$ cat config.mk
export PLATFORM = sky130hd
export DESIGN_NAME = websocket_frame_unmasker_flat
export DESIGN_NICKNAME = d
export VERILOG_FILES = /design/src/rtl/wsu_pkg.sv /design/src/rtl/wsu_if.sv /design/src/rtl/wsu_parser.sv /design/src/rtl/wsu_out_reg.sv /design/src/rtl/websocket_frame_unmasker.sv /design/src/flat_wrapper.sv
export SDC_FILE = /design/constraint.sdc
export NUM_CORES = 1
export LEC_CHECK = 0
export CELL_PAD_IN_SITES_DETAIL_PLACEMENT = 2
export CELL_PAD_IN_SITES_GLOBAL_PLACEMENT = 2
export CORE_ASPECT_RATIO = 0.75
export CORE_MARGIN = 2
export CORE_UTILIZATION = 34
export CTS_CLUSTER_DIAMETER = 30
export DETAILED_ROUTE_END_ITERATION = 10
export DONT_BUFFER_PORTS = 1
export MAX_ROUTING_LAYER = met4
export PLACE_DENSITY_LB_ADDON = 0.1
export SYNTH_ARGS = -nofsm -noshare
export SYNTH_HDL_FRONTEND = slang
export SYNTH_SLANG_ARGS = --single-unit
$ cat constraint.sdc
create_clock -name clock -period 6 [get_ports clock]
set_input_delay 1.2 -clock clock [delete_from_list [all_inputs] [get_ports clock]]
set_output_delay 1.2 -clock clock [all_outputs]
set_load 0.01 [all_outputs]
$ cat src/rtl/wsu_pkg.sv
`timescale 1ns / 1ps
// ----------------------------------------------------------------------------
// wsu_pkg - websocket unmasker shared types and constants
// Event codes, header field masks and the result word layout.
// ----------------------------------------------------------------------------
package wsu_pkg;

   typedef enum logic [1:0] {
      EV_DATA  = 2'd0,
      EV_CLOSE = 2'd1,
      EV_EMPTY = 2'd2
   } event_kind_type;

   localparam logic [7:0] OPCODE_MASK  = 8'h0F;
   localparam logic [7:0] LEN7_MASK    = 8'h7F;
   localparam logic [6:0] LEN_EXT16    = 7'd126;
   localparam logic [6:0] LEN_EXT64    = 7'd127;
   localparam logic [3:0] OPCODE_CLOSE = 4'd8;
   localparam logic [3:0] OPCODE_CONT  = 4'd0;

   // extended length and mask key byte counts, minus one
   localparam logic [2:0] EXT16_COUNT  = 3'd1;
   localparam logic [2:0] EXT64_COUNT  = 3'd7;
   localparam logic [2:0] MASK_COUNT   = 3'd3;

   typedef struct packed {
      logic [1:0] event_kind;
      logic [7:0] payload_byte;
      logic       message_end;
   } rsp_word_type;

   typedef struct packed {
      logic         emit;
      rsp_word_type word;
   } parse_result_type;

endpackage

$ cat src/rtl/wsu_if.sv
`timescale 1ns / 1ps
// ----------------------------------------------------------------------------
// wsu_req_if / wsu_rsp_if - valid/ready channels of the unmasker
// Byte input channel and event result channel.
// ----------------------------------------------------------------------------
interface wsu_req_if;
   logic       valid;
   logic       ready;
   logic [7:0] stream_byte;

   modport source (output valid, output stream_byte, input ready);
   modport sink   (input valid, input stream_byte, output ready);
endinterface

interface wsu_rsp_if;
   logic       valid;
   logic       ready;
   logic [1:0] event_kind;
   logic [7:0] payload_byte;
   logic       message_end;

   modport source (output valid, output event_kind, output payload_byte,
                   output message_end, input ready);
   modport sink   (input valid, input event_kind, input payload_byte,
                   input message_end, output ready);
endinterface

$ cat src/rtl/wsu_parser.sv
`timescale 1ns / 1ps
// ----------------------------------------------------------------------------
// wsu_parser - frame header parser and payload unmask
// Holds the frame parse state, advances it on each accepted byte and
// forms the result word for that byte.
// ----------------------------------------------------------------------------
module wsu_parser #(
   parameter int LENGTH_WIDTH = 64
) (
   input  logic                       clock,
   input  logic                       reset,
   input  logic                       in_fire,
   input  logic [7:0]                 in_byte,
   output wsu_pkg::parse_result_type  result
);

   typedef enum logic [2:0] {
      PH_HDR0 = 3'd0,
      PH_HDR1 = 3'd1,
      PH_EXT  = 3'd2,
      PH_MASK = 3'd3,
      PH_DATA = 3'd4
   } phase_type;

   phase_type               phase_ff, phase_in;
   logic                    close_pending_ff, close_pending_in;
   logic [2:0]              hdr_count_ff, hdr_count_in;
   logic [LENGTH_WIDTH-1:0] rem_len_ff, rem_len_in;
   logic [31:0]             mask_key_ff, mask_key_in;
   logic [1:0]              mask_pos_ff, mask_pos_in;

   logic [6:0]              len7;
   logic [3:0]              opcode;
   logic [1:0]              key_slot;
   logic [7:0]              key_byte;
   logic [LENGTH_WIDTH-1:0] rem_dec;

   assign len7     = in_byte[6:0] & wsu_pkg::LEN7_MASK[6:0];
   assign opcode   = in_byte[3:0] & wsu_pkg::OPCODE_MASK[3:0];
   assign key_slot = 2'd3 - hdr_count_ff[1:0];
   assign key_byte = mask_key_ff[{mask_pos_ff, 3'b000} +: 8];
   assign rem_dec  = rem_len_ff - {{(LENGTH_WIDTH-1){1'b0}}, 1'b1};

   always_comb begin
      phase_in         = phase_ff;
      close_pending_in = close_pending_ff;
      hdr_count_in     = hdr_count_ff;
      rem_len_in       = rem_len_ff;
      mask_key_in      = mask_key_ff;
      mask_pos_in      = mask_pos_ff;
      result           = '0;

      unique case (phase_ff)
         PH_HDR1: begin
            if (close_pending_ff) begin
               close_pending_in         = 1'b0;
               phase_in                 = PH_HDR0;
               result.emit              = 1'b1;
               result.word.event_kind   = wsu_pkg::EV_CLOSE;
            end else begin
               mask_key_in = '0;
               mask_pos_in = '0;
               if (len7 == wsu_pkg::LEN_EXT16) begin
                  rem_len_in   = '0;
                  hdr_count_in = wsu_pkg::EXT16_COUNT;
                  phase_in     = PH_EXT;
               end else if (len7 == wsu_pkg::LEN_EXT64) begin
                  rem_len_in   = '0;
                  hdr_count_in = wsu_pkg::EXT64_COUNT;
                  phase_in     = PH_EXT;
               end else begin
                  rem_len_in   = {{(LENGTH_WIDTH-7){1'b0}}, len7};
                  hdr_count_in = wsu_pkg::MASK_COUNT;
                  phase_in     = PH_MASK;
               end
            end
         end
         PH_EXT: begin
            // big-endian shift-in, wraps at the register width
            rem_len_in = {rem_len_ff[LENGTH_WIDTH-9:0], in_byte};
            if (hdr_count_ff == 3'd0) begin
               hdr_count_in = wsu_pkg::MASK_COUNT;
               phase_in     = PH_MASK;
            end else begin
               hdr_count_in = hdr_count_ff - 3'd1;
            end
         end
         PH_MASK: begin
            mask_key_in[{key_slot, 3'b000} +: 8] =
               mask_key_ff[{key_slot, 3'b000} +: 8] | in_byte;
            if (hdr_count_ff != 3'd0) begin
               hdr_count_in = hdr_count_ff - 3'd1;
            end else begin
               mask_pos_in = '0;
               if (rem_len_ff == '0) begin
                  phase_in                 = PH_HDR0;
                  result.emit              = 1'b1;
                  result.word.event_kind   = wsu_pkg::EV_EMPTY;
                  result.word.message_end  = 1'b1;
               end else begin
                  phase_in = PH_DATA;
               end
            end
         end
         PH_DATA: begin
            mask_pos_in              = mask_pos_ff + 2'd1;
            rem_len_in               = rem_dec;
            result.emit              = 1'b1;
            result.word.event_kind   = wsu_pkg::EV_DATA;
            result.word.payload_byte = in_byte ^ key_byte;
            result.word.message_end  = (rem_dec == '0);
            if (rem_dec == '0) begin
               phase_in = PH_HDR0;
            end
         end
         default: begin
            close_pending_in = (opcode == wsu_pkg::OPCODE_CLOSE) ||
                               (opcode == wsu_pkg::OPCODE_CONT);
            hdr_count_in     = '0;
            phase_in         = PH_HDR1;
         end
      endcase
   end

   always_ff @(posedge clock) begin
      if (reset) begin
         phase_ff         <= PH_HDR0;
         close_pending_ff <= 1'b0;
         hdr_count_ff     <= '0;
         rem_len_ff       <= '0;
         mask_key_ff      <= '0;
         mask_pos_ff      <= '0;
      end else if (in_fire) begin
         phase_ff         <= phase_in;
         close_pending_ff <= close_pending_in;
         hdr_count_ff     <= hdr_count_in;
         rem_len_ff       <= rem_len_in;
         mask_key_ff      <= mask_key_in;
         mask_pos_ff      <= mask_pos_in;
      end
   end

endmodule

$ cat src/rtl/wsu_out_reg.sv
`timescale 1ns / 1ps
// ----------------------------------------------------------------------------
// wsu_out_reg - result register
// Holds one result word until taken; frees up in the cycle it is taken.
// ----------------------------------------------------------------------------
module wsu_out_reg (
   input  logic                      clock,
   input  logic                      reset,
   input  logic                      load,
   input  wsu_pkg::parse_result_type result,
   input  logic                      out_ready,
   output logic                      out_valid,
   output wsu_pkg::rsp_word_type     out_word,
   output logic                      can_load
);

   logic                  valid_ff;
   wsu_pkg::rsp_word_type word_ff;

   assign can_load  = !valid_ff || out_ready;
   assign out_valid = valid_ff;
   assign out_word  = word_ff;

   always_ff @(posedge clock) begin
      if (reset) begin
         valid_ff <= 1'b0;
      end else if (load) begin
         valid_ff <= result.emit;
      end else if (out_ready) begin
         valid_ff <= 1'b0;
      end
   end

   always_ff @(posedge clock) begin
      if (load) begin
         word_ff <= result.word;
      end
   end

endmodule

$ cat src/rtl/websocket_frame_unmasker.sv
`timescale 1ns / 1ps
// A result word is formed combinationally and registered in the result register as its byte is accepted.
// Throughput: one byte per cycle; the only stall is a held result the sink has not taken.
// Header, extended length and mask bytes yield no word except close and empty-message events.
// Reset (synchronous): parser returns to frame start, length, mask and counters clear,
// and the result register empties.
// ----------------------------------------------------------------------------
// websocket_frame_unmasker - client-to-server frame deframer and unmasker
// Parses frame headers byte by byte and emits unmasked payload, close and
// empty-message events.
// ----------------------------------------------------------------------------
module websocket_frame_unmasker #(
   parameter int LENGTH_WIDTH = 64
) (
   input  logic      clock,
   input  logic      reset,
   wsu_req_if.sink   req_chan,
   wsu_rsp_if.source rsp_chan
);

   wsu_pkg::parse_result_type result;
   wsu_pkg::rsp_word_type     out_word;
   logic                      in_fire;
   logic                      can_load;

   assign req_chan.ready = can_load;
   assign in_fire        = req_chan.valid && can_load;

   wsu_parser #(
      .LENGTH_WIDTH (LENGTH_WIDTH)
   ) u_parser (
      .clock   (clock),
      .reset   (reset),
      .in_fire (in_fire),
      .in_byte (req_chan.stream_byte),
      .result  (result)
   );

   wsu_out_reg u_out_reg (
      .clock     (clock),
      .reset     (reset),
      .load      (in_fire),
      .result    (result),
      .out_ready (rsp_chan.ready),
      .out_valid (rsp_chan.valid),
      .out_word  (out_word),
      .can_load  (can_load)
   );

   assign rsp_chan.event_kind   = out_word.event_kind;
   assign rsp_chan.payload_byte = out_word.payload_byte;
   assign rsp_chan.message_end  = out_word.message_end;

   // a byte is only taken when no word is held or the held word leaves in the same cycle
   a_no_overwrite: assert property (@(posedge clock) disable iff (reset)
      (req_chan.valid && req_chan.ready) |-> (!rsp_chan.valid || rsp_chan.ready))
      else $error("input accepted over a held result word");

   a_close_no_end: assert property (@(posedge clock) disable iff (reset)
      (rsp_chan.valid && rsp_chan.event_kind == wsu_pkg::EV_CLOSE) |->
      (!rsp_chan.message_end && rsp_chan.payload_byte == 8'd0))
      else $error("close event carries data or end mark");

   a_empty_end: assert property (@(posedge clock) disable iff (reset)
      (rsp_chan.valid && rsp_chan.event_kind == wsu_pkg::EV_EMPTY) |->
      (rsp_chan.message_end && rsp_chan.payload_byte == 8'd0))
      else $error("empty message without end mark");

   a_kind_range: assert property (@(posedge clock) disable iff (reset)
      rsp_chan.valid |-> (rsp_chan.event_kind == wsu_pkg::EV_DATA ||
                          rsp_chan.event_kind == wsu_pkg::EV_CLOSE ||
                          rsp_chan.event_kind == wsu_pkg::EV_EMPTY))
      else $error("undefined event kind on output");

endmodule
$ cat src/flat_wrapper.sv
// flat-port wrapper written by rule: the top's interface ports become plain ports
module websocket_frame_unmasker_flat 
#(
   parameter int LENGTH_WIDTH = 64
)
  (clock, reset, req_chan_valid, req_chan_stream_byte, req_chan_ready, rsp_chan_valid, rsp_chan_event_kind, rsp_chan_payload_byte, rsp_chan_message_end, rsp_chan_ready);
  wsu_req_if req_chan_i ();
  wsu_rsp_if rsp_chan_i ();
  input  logic clock;
  input  logic reset;
  input wire logic [$bits(req_chan_i.valid)-1:0] req_chan_valid;
  input wire logic [$bits(req_chan_i.stream_byte)-1:0] req_chan_stream_byte;
  output wire logic [$bits(req_chan_i.ready)-1:0] req_chan_ready;
  output wire logic [$bits(rsp_chan_i.valid)-1:0] rsp_chan_valid;
  output wire logic [$bits(rsp_chan_i.event_kind)-1:0] rsp_chan_event_kind;
  output wire logic [$bits(rsp_chan_i.payload_byte)-1:0] rsp_chan_payload_byte;
  output wire logic [$bits(rsp_chan_i.message_end)-1:0] rsp_chan_message_end;
  input wire logic [$bits(rsp_chan_i.ready)-1:0] rsp_chan_ready;
  assign req_chan_i.valid = req_chan_valid;
  assign req_chan_i.stream_byte = req_chan_stream_byte;
  assign req_chan_ready = req_chan_i.ready;
  assign rsp_chan_valid = rsp_chan_i.valid;
  assign rsp_chan_event_kind = rsp_chan_i.event_kind;
  assign rsp_chan_payload_byte = rsp_chan_i.payload_byte;
  assign rsp_chan_message_end = rsp_chan_i.message_end;
  assign rsp_chan_i.ready = rsp_chan_ready;
  websocket_frame_unmasker #(.LENGTH_WIDTH(LENGTH_WIDTH)) u_core (.clock(clock), .reset(reset), .req_chan(req_chan_i), .rsp_chan(rsp_chan_i));
endmodule
==> summary.txt <==
STA
  – # setup viols final: 0
  – Period utilisation layout: 70.0%
  – Fin Clk Skew: 0.0137 ns
  – Achievable Freq: 238 MHz
  – RSZ-0062 raised after global routing: false
  – Count of pins over their slew limit: 0
  – Crit path time final: 4.20 ns
  – Setup TNS Final: 0 ns
  – Minimum hold slack: 0.521 ns
  – Rel. slew slack: 30.4%
  – Final hold vios: 0
  – Worst-margin pin slew: 1.03 ns

Synthesis
  – Ys flop type: dfxtp_1
  – Average cell area after synthesis: 7.72 µm²
  – Mapped Nets: 1042
  – Cell count after synthesis: 1022
  – Asr flop ratio synth: 0%
  – Post-synthesis sequential area ratio: 31.1%
  – Yosys cell types: 68
  – Post-synth EDFFs: 11
  – Syn. warnings: 0
  – Seq cells post-synth: 117
  – Post-synthesis cell area: 7890 µm²

Floorplanning
  – Die area: 24500 µm²
  – Die Y: 136 µm
  – Die W: 180 µm
  – Starting Density: 34.5%
  – Top Ports: 25
  – Core ar.: 22900 µm²
  – FP Rows: 48

Global routing
  – GRT Total Usage: 28.1%
  – M3 GR Usage: 4.42%
  – Met1 Track Usage GR: 41.4%
  – Global-route wire length before repair: 51.4 mm
  – Initial antenna violation count: 0
  – Most Crowded Layer GR: met1
  – Vias in the first global route: 8172
  – Global route overflow: 0
  – Met2 GRT Util: 40.1%
  – Largest net degree at the start of global routing: 107

Place
  – Placed Area: 8000 µm²
  – Gpl congestion: 0.883
  – Final HPWL from detailed placement: 22.4 mm
  – I/O Buffers: 0
  – Cells after DPL: 1237

Power and ir drop
  – Tot Pwr: 2870 µW
  – Internal: 1780 µW
  – Peak VDD IR: 0.000217 V
  – Seq pwr share: 30.9%
  – Power share of the combinational group: 30.1%
  – P_sw: 1090 µW
  – Clock power share: 38.9%
  – Switching share of power: 37.9%
  – Power density over the cells: 333 nW/µm²
  – Leakage power: 0.00295 µW

Final layout
  – Post-route cell area: 8620 µm²
  – Final Instance Count excl. Fillers: 1270
  – Area Growth Syn to Fin: 9.22%
  – Sequential cell area: 2450 µm²
  – Fillers: 2594
  – # diodes: 0
  – Multi-input gate area: 5030 µm²
  – Layout cells sized above 1: 9.59%
  – Layout Nets: 977

Drt
  – DR DRC count: 0
  – DRT Pass-1 Iters: 5
  – Routed WL: 32.7 mm
  – Vias: 8011
  – Remaining antenna violation count: 0
  – 1st-iter DRT viols: 720
  – Wirelength per Cell: 25.8 µm
  – Vias/cell: 6.31

Hold path
  – Hold Path Class: reg -> reg

Clock network
  – CTS root buffer: clkbuf_16
  – Clock Sinks: 117
  – # resized after CTS: 0
  – TritonCTS Buffers: 17
  – Maximum clock path buffer count: 2
  – Hold_buf cts: 0
  – Post-CTS Setup Repair Bufs: 0
  – Clock slew at reported path FFs: 0.06 ns
  – H-tree depth: 4
  – Worst skew pair latency: 0.45 ns
  – TritonCTS clock tree: done

Worst setup path
  – CP arrival: 4.48 ns
  – CP Launch Type: flip-flop
  – CP Max Fanout: 12
  – Critical path class: reg -> reg
  – CP endpoint kind: flip-flop
  – CP required: 6.28 ns

Flow run
  – Max Cap Viol: 0

Status
  – Status: finished, final reports clean
## worst max-delay path, cell delays in order, from the launching register on
cell      delay [ns]
dfxtp_1         0.39
inv_1           0.14
ha_1            0.34
nor4b_1         0.57
nand4_1         0.60
or3_1           0.63
nor2_1          0.23
mux2i_1         0.40
nand4_1         0.13
or4_1           0.44
o21bai_1        0.18
## final timing paths
| kind | from | to | slack [ns] | cells past startpoint |
|---|---|---|---|---|
| worst max-delay path | u_core.u_parser.rem_len_ff[0] | u_core.u_out_reg.out_word[0] | 1.80 | 10 |
| worst min-delay path | u_core.u_parser.close_pending_ff | u_core.u_parser.close_pending_ff | 0.52 | 2 |
| worst max register to register | u_core.u_parser.rem_len_ff[0] | u_core.u_out_reg.out_word[0] | 1.80 | 10 |
| worst min register to register | u_core.u_parser.close_pending_ff | u_core.u_parser.close_pending_ff | 0.52 | 2 |
## cell usage in the layout (no fill, tap or decap), drive strengths merged, types with 20 or more instances in the layout
cell   Yosys  final
xnor2     29     29
dfxtp    106    106
a22oi     56     56
a21oi     58     58
nor2     169    169
or3       20     20
nand2     65     65
xor2      20     20
nor3      55     55
nor4      40     40
o21ai     59     59
nand4     20     20
## registers in the layout, summed over array words and instances, names as in the netlist
signal,cells
u_core.u_parser.close_pending_ff,1
u_core.u_parser.phase_ff,3
u_core.u_out_reg.out_valid,1
u_core.u_parser.rem_len_ff,64
u_core.u_parser.mask_pos_ff,2
u_core.u_parser.mask_key_ff,32
u_core.u_out_reg.out_word,11
u_core.u_parser.hdr_count_ff,3
## power by group through the flow
stage                     clock network [µW]  logic (µW)  registers, µW
final                                   1120         866            889
after global routing                    1170         941            894
after CTS                               1130         853            887
after detailed placement                   0         844            903
after global placement                     0         838            902
after floorplan                            0         628            856
## logic make-up (layout without fill, tap and decap cells)
family,Yosys count,in the layout,share of synthesized area [%]
AND/OR/NAND/NOR,467,467,30.6
flip-flops,117,117,31.1
multiplexers,18,18,4.82
buffers and inverters,108,56,5.58
XOR/XNOR,49,49,5.44
AO/OA/AOI/OAI,255,255,21.3
adder cells (fa/ha/maj),8,8,1.27
## Yosys cell counts (all sizes together), types with 3 or more instances
library cell	count	area share (%)
nand2b	9	0.71
clkbuf	77	3.7
or4	11	1.0
ha	8	1.3
a221oi	14	1.6
o31ai	11	1.0
a2111oi	3	0.33
buf	21	1.4
nor2b	5	0.40
nand4	20	1.6
and3	4	0.32
xnor2	29	3.2
a32o	3	0.38
nor4b	11	1.2
o211ai	6	0.57
a211oi	10	0.95
nor3	55	3.7
a32oi	4	0.44
edfxtp	11	4.2
or2	14	1.1
or3	20	1.6
xor2	20	2.2
a22o	4	0.44
mux4	16	4.6
a22oi	56	5.3
a21o	4	0.38
nand4b	9	1.0
a21oi	58	3.7
nand2	65	3.1
nand3	19	1.2
dfxtp	106	27
a2bb2oi	3	0.33
and4	5	0.55
a31oi	4	0.32
nor3b	3	0.29
nor4	40	3.8
nor2	169	8.0
inv	9	0.43
o21ai	59	3.7
## routing by layer
layer | routed length [µm] | vias to the layer above | share of wire (%)
li1 | - | 3664 | -
met1 | 16900 | 4107 | 52
met2 | 13900 | 214 | 42
met3 | 1700 | 26 | 5.2
met4 | 295 | 0 | 0.90
met5 | 0 | - | 0
## final cells by class
type	instances	share of cell area [%]
multi-input combinational	797	58.4
sequential	117	28.4
clock inverter	14	1.99
inverter	10	0.435
tap	300	4.35
timing repair buffer	14	1.19
clock buffer	18	5.22
## metrics by stage
step / setup WS [ns] / utilization [%]
floorplan: 2.38 / -
global placement: 1.75 / 34.9
detailed placement: 1.41 / 34.9
CTS: 1.36 / 37.7
global route: 1.60 / 37.7
finish: 1.80 / 37.7
Power figures use the tool's default switching activity.
